==> src/rtl/sdvd_pkg.sv <==
// ----------------------------------------------------------------------------
// sdvd_pkg
// Shared types and widths of the sphere dent vertex deformer.
// ----------------------------------------------------------------------------
package sdvd_pkg;

  // Coordinate width: signed fixed point, fraction bits do not enter the maths.
  localparam int CW = 16;
  // Magnitude width of an inside offset and of the distance root.
  localparam int LW = CW - 1;
  // Width of a squared distance of an inside vertex.
  localparam int TW = 2 * LW;
  // Width of the rounded division numerator.
  localparam int NW = TW + 1;
  // Quotient width: an applied offset never exceeds the radius.
  localparam int QW = CW;
  // Cells of the root and division chains.
  localparam int SQRT_CELLS = LW;
  localparam int DIV_CELLS  = QW;

  localparam int ADDR_W = 4;
  localparam int DATA_W = 32;

  typedef enum logic [1:0] {
    REG_CENTER_X = 2'd0,
    REG_CENTER_Y = 2'd1,
    REG_CENTER_Z = 2'd2,
    REG_RADIUS   = 2'd3
  } reg_idx_t;

  typedef struct packed {
    logic [CW-1:0] src_x;
    logic [CW-1:0] src_y;
    logic [CW-1:0] src_z;
    logic [CW-1:0] ref_x;
    logic [CW-1:0] ref_y;
    logic [CW-1:0] ref_z;
    logic          last_vertex;
  } in_t;

  typedef struct packed {
    logic [CW-1:0] out_x;
    logic [CW-1:0] out_y;
    logic [CW-1:0] out_z;
    logic          was_inside;
    logic          last_result;
  } out_t;

  typedef struct packed {
    logic [2:0][CW-1:0] cen;
    logic [LW-1:0]      rad;
    logic [TW-1:0]      rsq;
  } cfg_t;

  // Per-vertex context that travels down the whole chain.
  typedef struct packed {
    logic [2:0][CW-1:0] src;
    logic [2:0][CW-1:0] lim;
    logic [2:0]         neg;
    logic [2:0][LW-1:0] mag;
    logic               in_sphere;
    logic               last;
  } ctx_t;

  typedef struct packed {
    ctx_t          ctx;
    logic [LW:0]   rem;
    logic [LW-1:0] root;
    logic [TW-1:0] rad;
  } sq_t;

  typedef struct packed {
    ctx_t               ctx;
    logic [LW-1:0]      len;
    logic [2:0][LW-1:0] rem;
    logic [2:0][QW-1:0] feed;
    logic [2:0][QW-1:0] quo;
  } dv_t;

endpackage

==> src/rtl/sdvd_sqrt_cell.sv <==
// ----------------------------------------------------------------------------
// sdvd_sqrt_cell
// One root bit of the squared distance per cell.
// ----------------------------------------------------------------------------
module sdvd_sqrt_cell import sdvd_pkg::*; (
  input  logic clk,
  input  logic rst_n,
  input  logic in_valid,
  output logic in_ready,
  input  sq_t  in_data,
  output logic out_valid,
  input  logic out_ready,
  output sq_t  out_data
);

  logic valid_r;
  sq_t  data_r, data_nxt;

  assign in_ready  = !valid_r || out_ready;
  assign out_valid = valid_r;
  assign out_data  = data_r;

  always_comb begin
    logic [LW+2:0] cur;
    logic [LW+2:0] trial;
    cur   = {in_data.rem, in_data.rad[TW-1:TW-2]};
    trial = {1'b0, in_data.root, 2'b01};
    data_nxt     = in_data;
    data_nxt.rad = {in_data.rad[TW-3:0], 2'b00};
    if (cur >= trial) begin
      data_nxt.rem  = (LW+1)'(cur - trial);
      data_nxt.root = {in_data.root[LW-2:0], 1'b1};
    end else begin
      data_nxt.rem  = cur[LW:0];
      data_nxt.root = {in_data.root[LW-2:0], 1'b0};
    end
  end

  always_ff @(posedge clk) begin
    if (!rst_n) begin
      valid_r <= 1'b0;
    end else if (in_ready) begin
      valid_r <= in_valid;
    end
  end

  always_ff @(posedge clk) begin
    if (in_ready && in_valid) data_r <= data_nxt;
  end

endmodule

==> config.mk <==
export PLATFORM = sky130hd
export DESIGN_NAME = sdvd_sqrt_cell
export DESIGN_NICKNAME = d
export VERILOG_FILES = /design/src/rtl/sdvd_pkg.sv /design/src/rtl/sdvd_sqrt_cell.sv
export SDC_FILE = /design/constraint.sdc
export NUM_CORES = 1
export LEC_CHECK = 0
export BUFFER_PORTS_ARGS = -buffer_cell sky130_fd_sc_hd__clkbuf_2
export CORE_AREA = 2 2 162 164
export CTS_CLUSTER_SIZE = 24
export DETAILED_ROUTE_END_ITERATION = 8
export DIE_AREA = 0 0 164 166
export PLACE_DENSITY = 0.53
export SYNTH_ARGS = -nofsm -noshare
export SYNTH_HDL_FRONTEND = slang
export SYNTH_SLANG_ARGS = --single-unit
export TNS_END_PERCENT = 20
==> constraint.sdc <==
create_clock -name clk -period 8.6 [get_ports clk]
set_input_delay 0.86 -clock clk [delete_from_list [all_inputs] [get_ports clk]]
set_output_delay 0.86 -clock clk [all_outputs]
set_load 0.02 [all_outputs]
==> results.txt, run 1 <==
----------------------------------------------------
[Layout]
  Final nets ... between 1000 and 1500
  Fillers ... about 2400
  Register area ... a little over 0.006 mm^2
  Post-synthesis to final-layout area growth ... 44.6%
  Share of cells above drive strength 1 ... between 50 and 60%
  Combined area of the multi-input logic cells ... between 0.001 and 0.0015 mm^2

[Yosys]
  Synth area leader ... sky130_fd_sc_hd__edfxtp_1
  Cell area after synthesis ... about 0.0073 mm^2
  Number of flip-flops and latches in the synthesized netlist ... ~200
  Portion of synthesized cell area occupied by the leading cell type ... between 80 and 90%
  Biggest area contributors in the synthesized netlist ... sky130_fd_sc_hd__edfxtp_1 (84%), sky130_fd_sc_hd__ha_1 (2.9%), sky130_fd_sc_hd__mux2_4 (1.4%)
  Post-synth top flop ... sky130_fd_sc_hd__edfxtp_1
  Cell variety after synth ... 43
  Gate count of the mapped netlist ... 351
  Synthesized area divided by synthesized cell count ... 20.8 um^2
  Number of flops mapped to enable cells by yosys ... 205
  Proportion of synthesized flip-flops having asynchronous set or reset ... 0%
  Number of warnings reported in the yosys synthesis log ... 0
  Cell with the most instances after synthesis ... sky130_fd_sc_hd__edfxtp_1
  Register area share after synthesis ... between 80% and 90%
  Post-synth top cells ... sky130_fd_sc_hd__edfxtp_1 (205), sky130_fd_sc_hd__inv_1 (22), sky130_fd_sc_hd__ha_1 (17)

[Clock network]
  H-tree depth ... 1
  Clock tree from TritonCTS ... built
  Worst-path clk slew ... about 0.060 ns
  Total CTS buffers ... 24
  Buffers inserted during post-CTS setup optimization ... 0
  Clock buffer depth ... 3
  Hold buffers post-CTS ... 0
  Total number of clock tree sinks ... 206
  Clock Root Buffer ... sky130_fd_sc_hd__clkbuf_16
  Post_cts resized ... 0
  Clock latency at the later pin of the worst-skew pair ... between 0.5 and 0.6 ns

[Detailed routing]
  Per-cell via count in the routed design ... 4.15
  Avg WL per Cell ... between 15 and 20 um
  Initial DRT Pass Iterations ... 4
  DRC marker count from the first detailed-route iteration ... 186
  Overall via count from detail_route ... between 4000 and 5000
  Antenna violation net count after detailed routing ... 0
  Total wirelength of the detailed-routed design ... 20300 um
  DRC violations left ... 0

[Place]
  Gpl congestion ... ~0.79
  Post-detail-place hpwl ... 15700 um
  Worst slack, placed ... about 5.4 ns
  Count of input and output buffers ... approximately 420

[Flow run]
  Number of max-cap violations ... 0

[Timing]
  Achievable frequency ... approximately 380 MHz
  Transition at the pin with the smallest max-transition slack ... roughly 1.0 ns
  Final setup violating endpoints ... 0
  Clock Skew ... around 0.022 ns
  Minimum setup slack in the final design ... ~6.0 ns
  Fraction of the cycle the final worst path needs ... about 30%
  Number of hold-slack violations in the final timing report ... 0
  Final critical-path required period ... approximately 2.6 ns
  Setup repair after global routing missed its margin ... false
  Worst hold slack ... about 0.51 ns
  Aggregate negative setup slack ... 0 ns
  Number of max-slew violations in the final report ... 0
  Max transition margin ... about a third

[GRT]
  Largest net degree at the start of global routing ... 79
  Vias in the first global route ... between 4000 and 5000
  Overall overflow remaining after global route ... 0
  Initial antenna violation count ... 3
  Global-route wire length before repair ... 28900 um
  Overall routing resource usage ... around 14%

[Critical path]
  Critical path launch point type ... input port
  R2R Path Start ... out_valid$_SDFFE_PN0N_
  Class of the most critical setup path ... input port to flop
  Ordered list of cells on the worst path ... clkbuf_2, inv_1, ha_1, nand2_1, o21bai_2, a311oi_2, o21ai_1, nand3_4, mux2_2
  Maximum net fanout on the critical path ... 16
  Endpoint class of the critical path ... flop
  Number of cells traversed by the worst register-to-register path ... 3
  Cell with the largest stage delay on the worst path ... sky130_fd_sc_hd__a311oi_2
  Setup slack of the worst register-to-register path ... 6.16 ns
  Slowest Stage Delay on Critical Path ... about 0.37 ns
  Start point of the critical path ... in_data[32]
  Critical path arrival ... about 2.9 ns
  CP required ... approximately 9 ns

[Power]
  Leakage component of the power ... approximately 4.7 nW
  Worst voltage drop across the vdd grid ... 0.000127 V
  Pwr per Cell Area ... between 200 and 250 mW/mm^2

[Floorplan]
  Starting Density ... ~28%
  I/O pin cnt ... 420
  Die outline height ... ~170 um
  Die Footprint ... 0.0272 mm^2
  Cell row count ... 59
  Die span in x ... 164 um
  Standard cell core area ... around 0.026 mm^2

[Hold path]
  Class of the tightest hold or removal check ... input port to flop
  Worst Hold Path Cells ... 1
  Launch point of the worst hold path ... in_data[91]

[Run status]
  Outcome ... finished clean

----------------------------------------------------
[cells by family after synthesis]
logic type               synth area share [%]
AND/OR/NAND/NOR                          2.91
adder cells (fa/ha/maj)                  2.91
flip-flops                               84.6
other                                  0.0514
multiplexers                             2.50
AO/OA/AOI/OAI                            3.82
buffers and inverters                    1.49
XOR/XNOR                                 1.68
[final cells by class]
cell class                 instances  area share (%)
sequential                       206            58.5
timing repair buffer             419            19.9
multi-input combinational        121            9.66
clock buffer                      33            6.20
tap                              335            3.97
clock inverter                    11           0.924
inverter                          22           0.782
antenna                            2          0.0474
[through the flow]
step                      power (W)  utilization, %  area (um^2)  cells
after floorplan             0.00141               -         7300    352
after global placement      0.00153            38.3         9800   1103
after detailed placement    0.00153            38.3         9800   1103
after CTS                   0.00251            41.2        10600   1147
after global routing        0.00258            41.2        10600   1148
final                       0.00247            41.2        10600   1149
[cell usage in the layout, fill, tap and decap left out, drive strengths merged, types with 6 or more instances in the layout]
master / instances
nor2: 11
a21o: 6
a21oi: 9
mux2: 13
xnor2: 9
edfxtp: 205
clkbuf: 450
o21ai: 7
ha: 17
clkinv: 7
inv: 22
[flip-flops by register name (all words and copies together) (netlist names)]
register,count
out_data,205
out_valid,1
[metal layers]
| layer | part of all wire (%) | up-vias | track usage, % | wire length [um] |
|---|---|---|---|---|
| met1 | 36 | 2259 | 15.3 | 7350 |
| met5 | 0.064 | - | 0 | 13 |
| met2 | 52 | 227 | 25.8 | 10500 |
| li1 | - | 2242 | - | - |
| met3 | 9.6 | 35 | 4.87 | 1960 |
| met4 | 2.4 | 2 | 3.97 | 480 |
[worst max-delay path, delay by kind of cell]
family	cells	cell delay, ns
AO/OA/AOI/OAI	3	0.77
adder cells (fa/ha/maj)	1	0.32
AND/OR/NAND/NOR	2	0.40
multiplexers	1	0.37
buffers and inverters	2	0.13
[worst paths after layout]
path	end
max reg2reg	out_data[193]$_DFFE_PP_
max	out_data[60]$_DFFE_PP_
min reg2reg	out_valid$_SDFFE_PN0N_
min	out_data[91]$_DFFE_PP_
[power breakdown]
| group | switching (W) | total, W | internal (W) | leakage [nW] |
|---|---|---|---|---|
| logic | 0.000189 | 0.000305 | 0.000116 | 2.31 |
| clock network | 0.000396 | 0.000961 | 0.000564 | 0.361 |
| registers | 0.0000161 | 0.00120 | 0.00119 | 1.99 |
No activity file was read; power rests on OpenSTA's default activity.
==> run 2, diff against run 1 <==
Settings changed: PLACE_DENSITY 0.53 to 0.55.
Clock period 8.6 ns to 2.1 ns, I/O delays scaled along.
==> results.txt, run 2 (same netlist as run 1, synthesis figures left out) <==
----------------------------------------------------
[Run status]
  Outcome ... finished clean (unchanged)

[GRT]
  Vias in the first global route ... 6092 (was 4748)
  Overall overflow remaining after global route ... 0 (unchanged)
  Initial antenna violation count ... 0 (was 3)
  Met3 Resource Use GR ... 4.70% (was 4.87%)
  Largest net degree at the start of global routing ... 70 (was 79)
  Layer carrying the most global-route usage ... met2 (unchanged)
  Global routing met1 resource utilization ... 18.4% (was 15.3%)
  Global-route wire length before repair ... 34300 um (was 28900 um)
  Met2 track demand over resource in global routing ... 29.7% (was 25.8%)
  Overall routing resource usage ... 16.7% (was 14.1%)

[Place]
  Gpl congestion ... 0.817 (was 0.786)
  Post-detail-place hpwl ... 16900 um (was 15700 um)
  Count of input and output buffers ... 417 (unchanged)
  Cell count after placement ... 1169 (was 1103)

[Detailed routing]
  Avg WL per Cell ... 16.9 um (was 17.7 um)
  Overall via count from detail_route ... 5823 (was 4765)
  Per-cell via count in the routed design ... 4.14 (was 4.15)
  DRC marker count from the first detailed-route iteration ... 269 (was 186)
  Antenna violation net count after detailed routing ... 0 (unchanged)
  Total wirelength of the detailed-routed design ... 23800 um (was 20300 um)
  Initial DRT Pass Iterations ... 4 (unchanged)
  DRC violations left ... 0 (unchanged)

[Power]
  Internal power component ... 0.00835 W (was 0.00187 W)
  Worst voltage drop across the vdd grid ... 0.000507 V (was 0.000127 V)
  Combinational cell fraction of total power ... 15.6% (was 12.4%)
  Fraction of power consumed by the clock network ... 39.6% (was 38.9%)
  Leakage component of the power ... 5.88 nW (was 4.67 nW)
  Pwr per Cell Area ... 836 mW/mm^2 (was 234 mW/mm^2)
  Fraction of power spent switching nets ... 24.1% (was 24.4%)
  Switching power summed over all nets ... 0.00265 W (was 0.000602 W)
  Portion of total power attributed to sequential cells ... 44.8% (was 48.7%)
  Total power ... 0.0110 W (was 0.00247 W)

[Layout]
  Finished Layout Cells ... 1407 (was 1149)
  Commonest cells after routing, fill and taps aside ... sky130_fd_sc_hd__clkbuf_2 (417), sky130_fd_sc_hd__edfxtp_1 (205), sky130_fd_sc_hd__dlygate4sd3_1 (194) (was sky130_fd_sc_hd__clkbuf_2 (417), sky130_fd_sc_hd__edfxtp_1 (205), sky130_fd_sc_hd__clkbuf_16 (24))
  Final nets ... 1282 (was 1022)
  Flip-flop count of the largest register after layout ... 205 (unchanged)
  Utilization after layout ... 51.3% (was 41.2%)
  Commonest non-fill, non-tap cell in the layout ... sky130_fd_sc_hd__clkbuf_2 (unchanged)
  ANT cells ... 0 (was 2)
  Share of cells above drive strength 1 ... 51.3% (was 59.2%)
  Fillers ... 2159 (was 2422)
  Post-synthesis to final-layout area growth ... 80.2% (was 44.6%)

[Critical path]
  Endpoint class of the critical path ... flop (unchanged)
  Cell with the largest stage delay on the worst path ... sky130_fd_sc_hd__mux2_2 (was sky130_fd_sc_hd__a311oi_2)
  Critical path arrival ... 2.11 ns (was 2.87 ns)
  Crit path buf inv count ... 3 (was 2)
  Start point of the critical path ... in_data[32] (unchanged)
  Ordered list of cells on the worst path ... clkbuf_2, inv_1, ha_1, nand2_1, o21bai_2, a311oi_2, o21ai_1, nand3_4, buf_4, mux2_2 (was clkbuf_2, inv_1, ha_1, nand2_1, o21bai_2, a311oi_2, o21ai_1, nand3_4, mux2_2)
  CP required ... 2.37 ns (was 8.85 ns)
  Maximum net fanout on the critical path ... 10 (was 16)
  R2R Path Start ... out_valid$_SDFFE_PN0N_ (unchanged)
  Critical path launch point type ... input port (unchanged)
  Class of the most critical setup path ... input port to flop (unchanged)
  Largest delay share family, worst path ... compound AO/OA/AOI/OAI gates (unchanged)
  Slowest Stage Delay on Critical Path ... 0.36 ns (was 0.37 ns)

[Timing]
  Final critical-path required period ... approximately 1.8 ns
  Setup repair after global routing missed its margin ... false (unchanged)
  Number of hold-slack violations in the final timing report ... 0 (unchanged)
  Fraction of the cycle the final worst path needs ... between 80 and 90%
  Clock Skew ... 0.00713 ns (was 0.0225 ns)
  Achievable frequency ... approximately 540 MHz
  Final setup violating endpoints ... 0 (unchanged)
  Number of max-slew violations in the final report ... 0 (unchanged)

[Flow run]
  Number of max-cap violations ... 0 (unchanged)

[Clock network]
  Clock Root Buffer ... sky130_fd_sc_hd__clkbuf_16 (unchanged)
  Total CTS buffers ... 24 (unchanged)
  Clock tree from TritonCTS ... built (unchanged)
  H-tree depth ... 1 (unchanged)
  Clock latency at the later pin of the worst-skew pair ... 0.51 ns (was 0.52 ns)
  Total number of clock tree sinks ... 206 (unchanged)
  Clock buffer depth ... 3 (unchanged)
  Worst-path clk slew ... 0.06 ns (about the same)

[Floorplan]
  Die Footprint ... 0.0272 mm^2 (unchanged)
  Die outline height ... 166 um (unchanged)
  I/O pin cnt ... 420 (unchanged)
  Die span in x ... 164 um (unchanged)
  Standard cell core area ... 0.0256 mm^2 (unchanged)
  Cell row count ... 59 (unchanged)
  Starting Density ... 28.5% (unchanged)

[Hold path]
  Class of the tightest hold or removal check ... input port to flop (unchanged)
  Launch point of the worst hold path ... in_data[53] (was in_data[91])

----------------------------------------------------
==> run 2: cell count changes in the layout (fill, tap and decap cells not counted), sizes merged <==
cell         before  now
dlygate4sd3       0  194
buf               2   68
diode             2    0
clkbuf          450  444
inv              22   24
clkinv            7   11
bufinv            1    4
clkinvlp          3    0
==> run 2: cell type report <==
cell class                      count  area (um^2)  area share [%]
Clock buffer                       27          633            4.81
Clock inverter                     17          194            1.47
Inverter                           22         82.6           0.628
Multi-Input combinational cell    121         1030            7.81
Sequential cell                   206         6180            47.0
Tap cell                          335          419            3.19
Timing Repair Buffer              679         4610            35.1
==> run 2: per-stage QoR <==
stage	instance area (um^2)	TNS, ns	worst slack (ns)	hold slack, ns
floorplan	7320	-56.15	-0.271	0.309
global placement	10400	-3.63	-0.276	0.387
detailed placement	10400	-3.90	-0.310	0.389
CTS	13200	0	0.262	0.00653
global route	13200	0	0.116	0.0221
finish	13200	0	0.254	0.0326
==> run 2: final timing paths <==
| path | end | slack, ns | depth (start not counted) |
|---|---|---|---|
| hold / removal | out_data[55]$_DFFE_PP_ | 0.03 | 2 |
| setup / recovery | out_data[47]$_DFFE_PP_ | 0.25 | 10 |
| setup reg to reg | out_data[72]$_DFFE_PP_ | 0.64 | 3 |
| hold reg to reg | out_data[172]$_DFFE_PP_ | 0.82 | 2 |
==> run 2: power groups by stage <==
stage	Clock, W	Combinational [W]	Sequential, W
finish	0.00435	0.00172	0.00493
CTS	0.00449	0.00173	0.00492
global route	0.00465	0.00184	0.00495
global placement	0	0.00142	0.00500
detailed placement	0	0.00143	0.00501
floorplan	0	0.000378	0.00535
==> run 2: layer usage <==
| metal | routed length [um] | vias to the layer above |
|---|---|---|
| li1 | - | 2770 |
| met1 | 8910 | 2741 |
| met2 | 12000 | 255 |
| met3 | 1940 | 57 |
| met4 | 969 | 0 |
| met5 | 0 | - |
==> run 2: repair_timing <==
item / in CTS / in global routing
buffers inserted: 0 / 0
gates resized for setup: 0 / 0
hold buffers: 194 / 0
endpoints found under the hold margin: 193 / 0
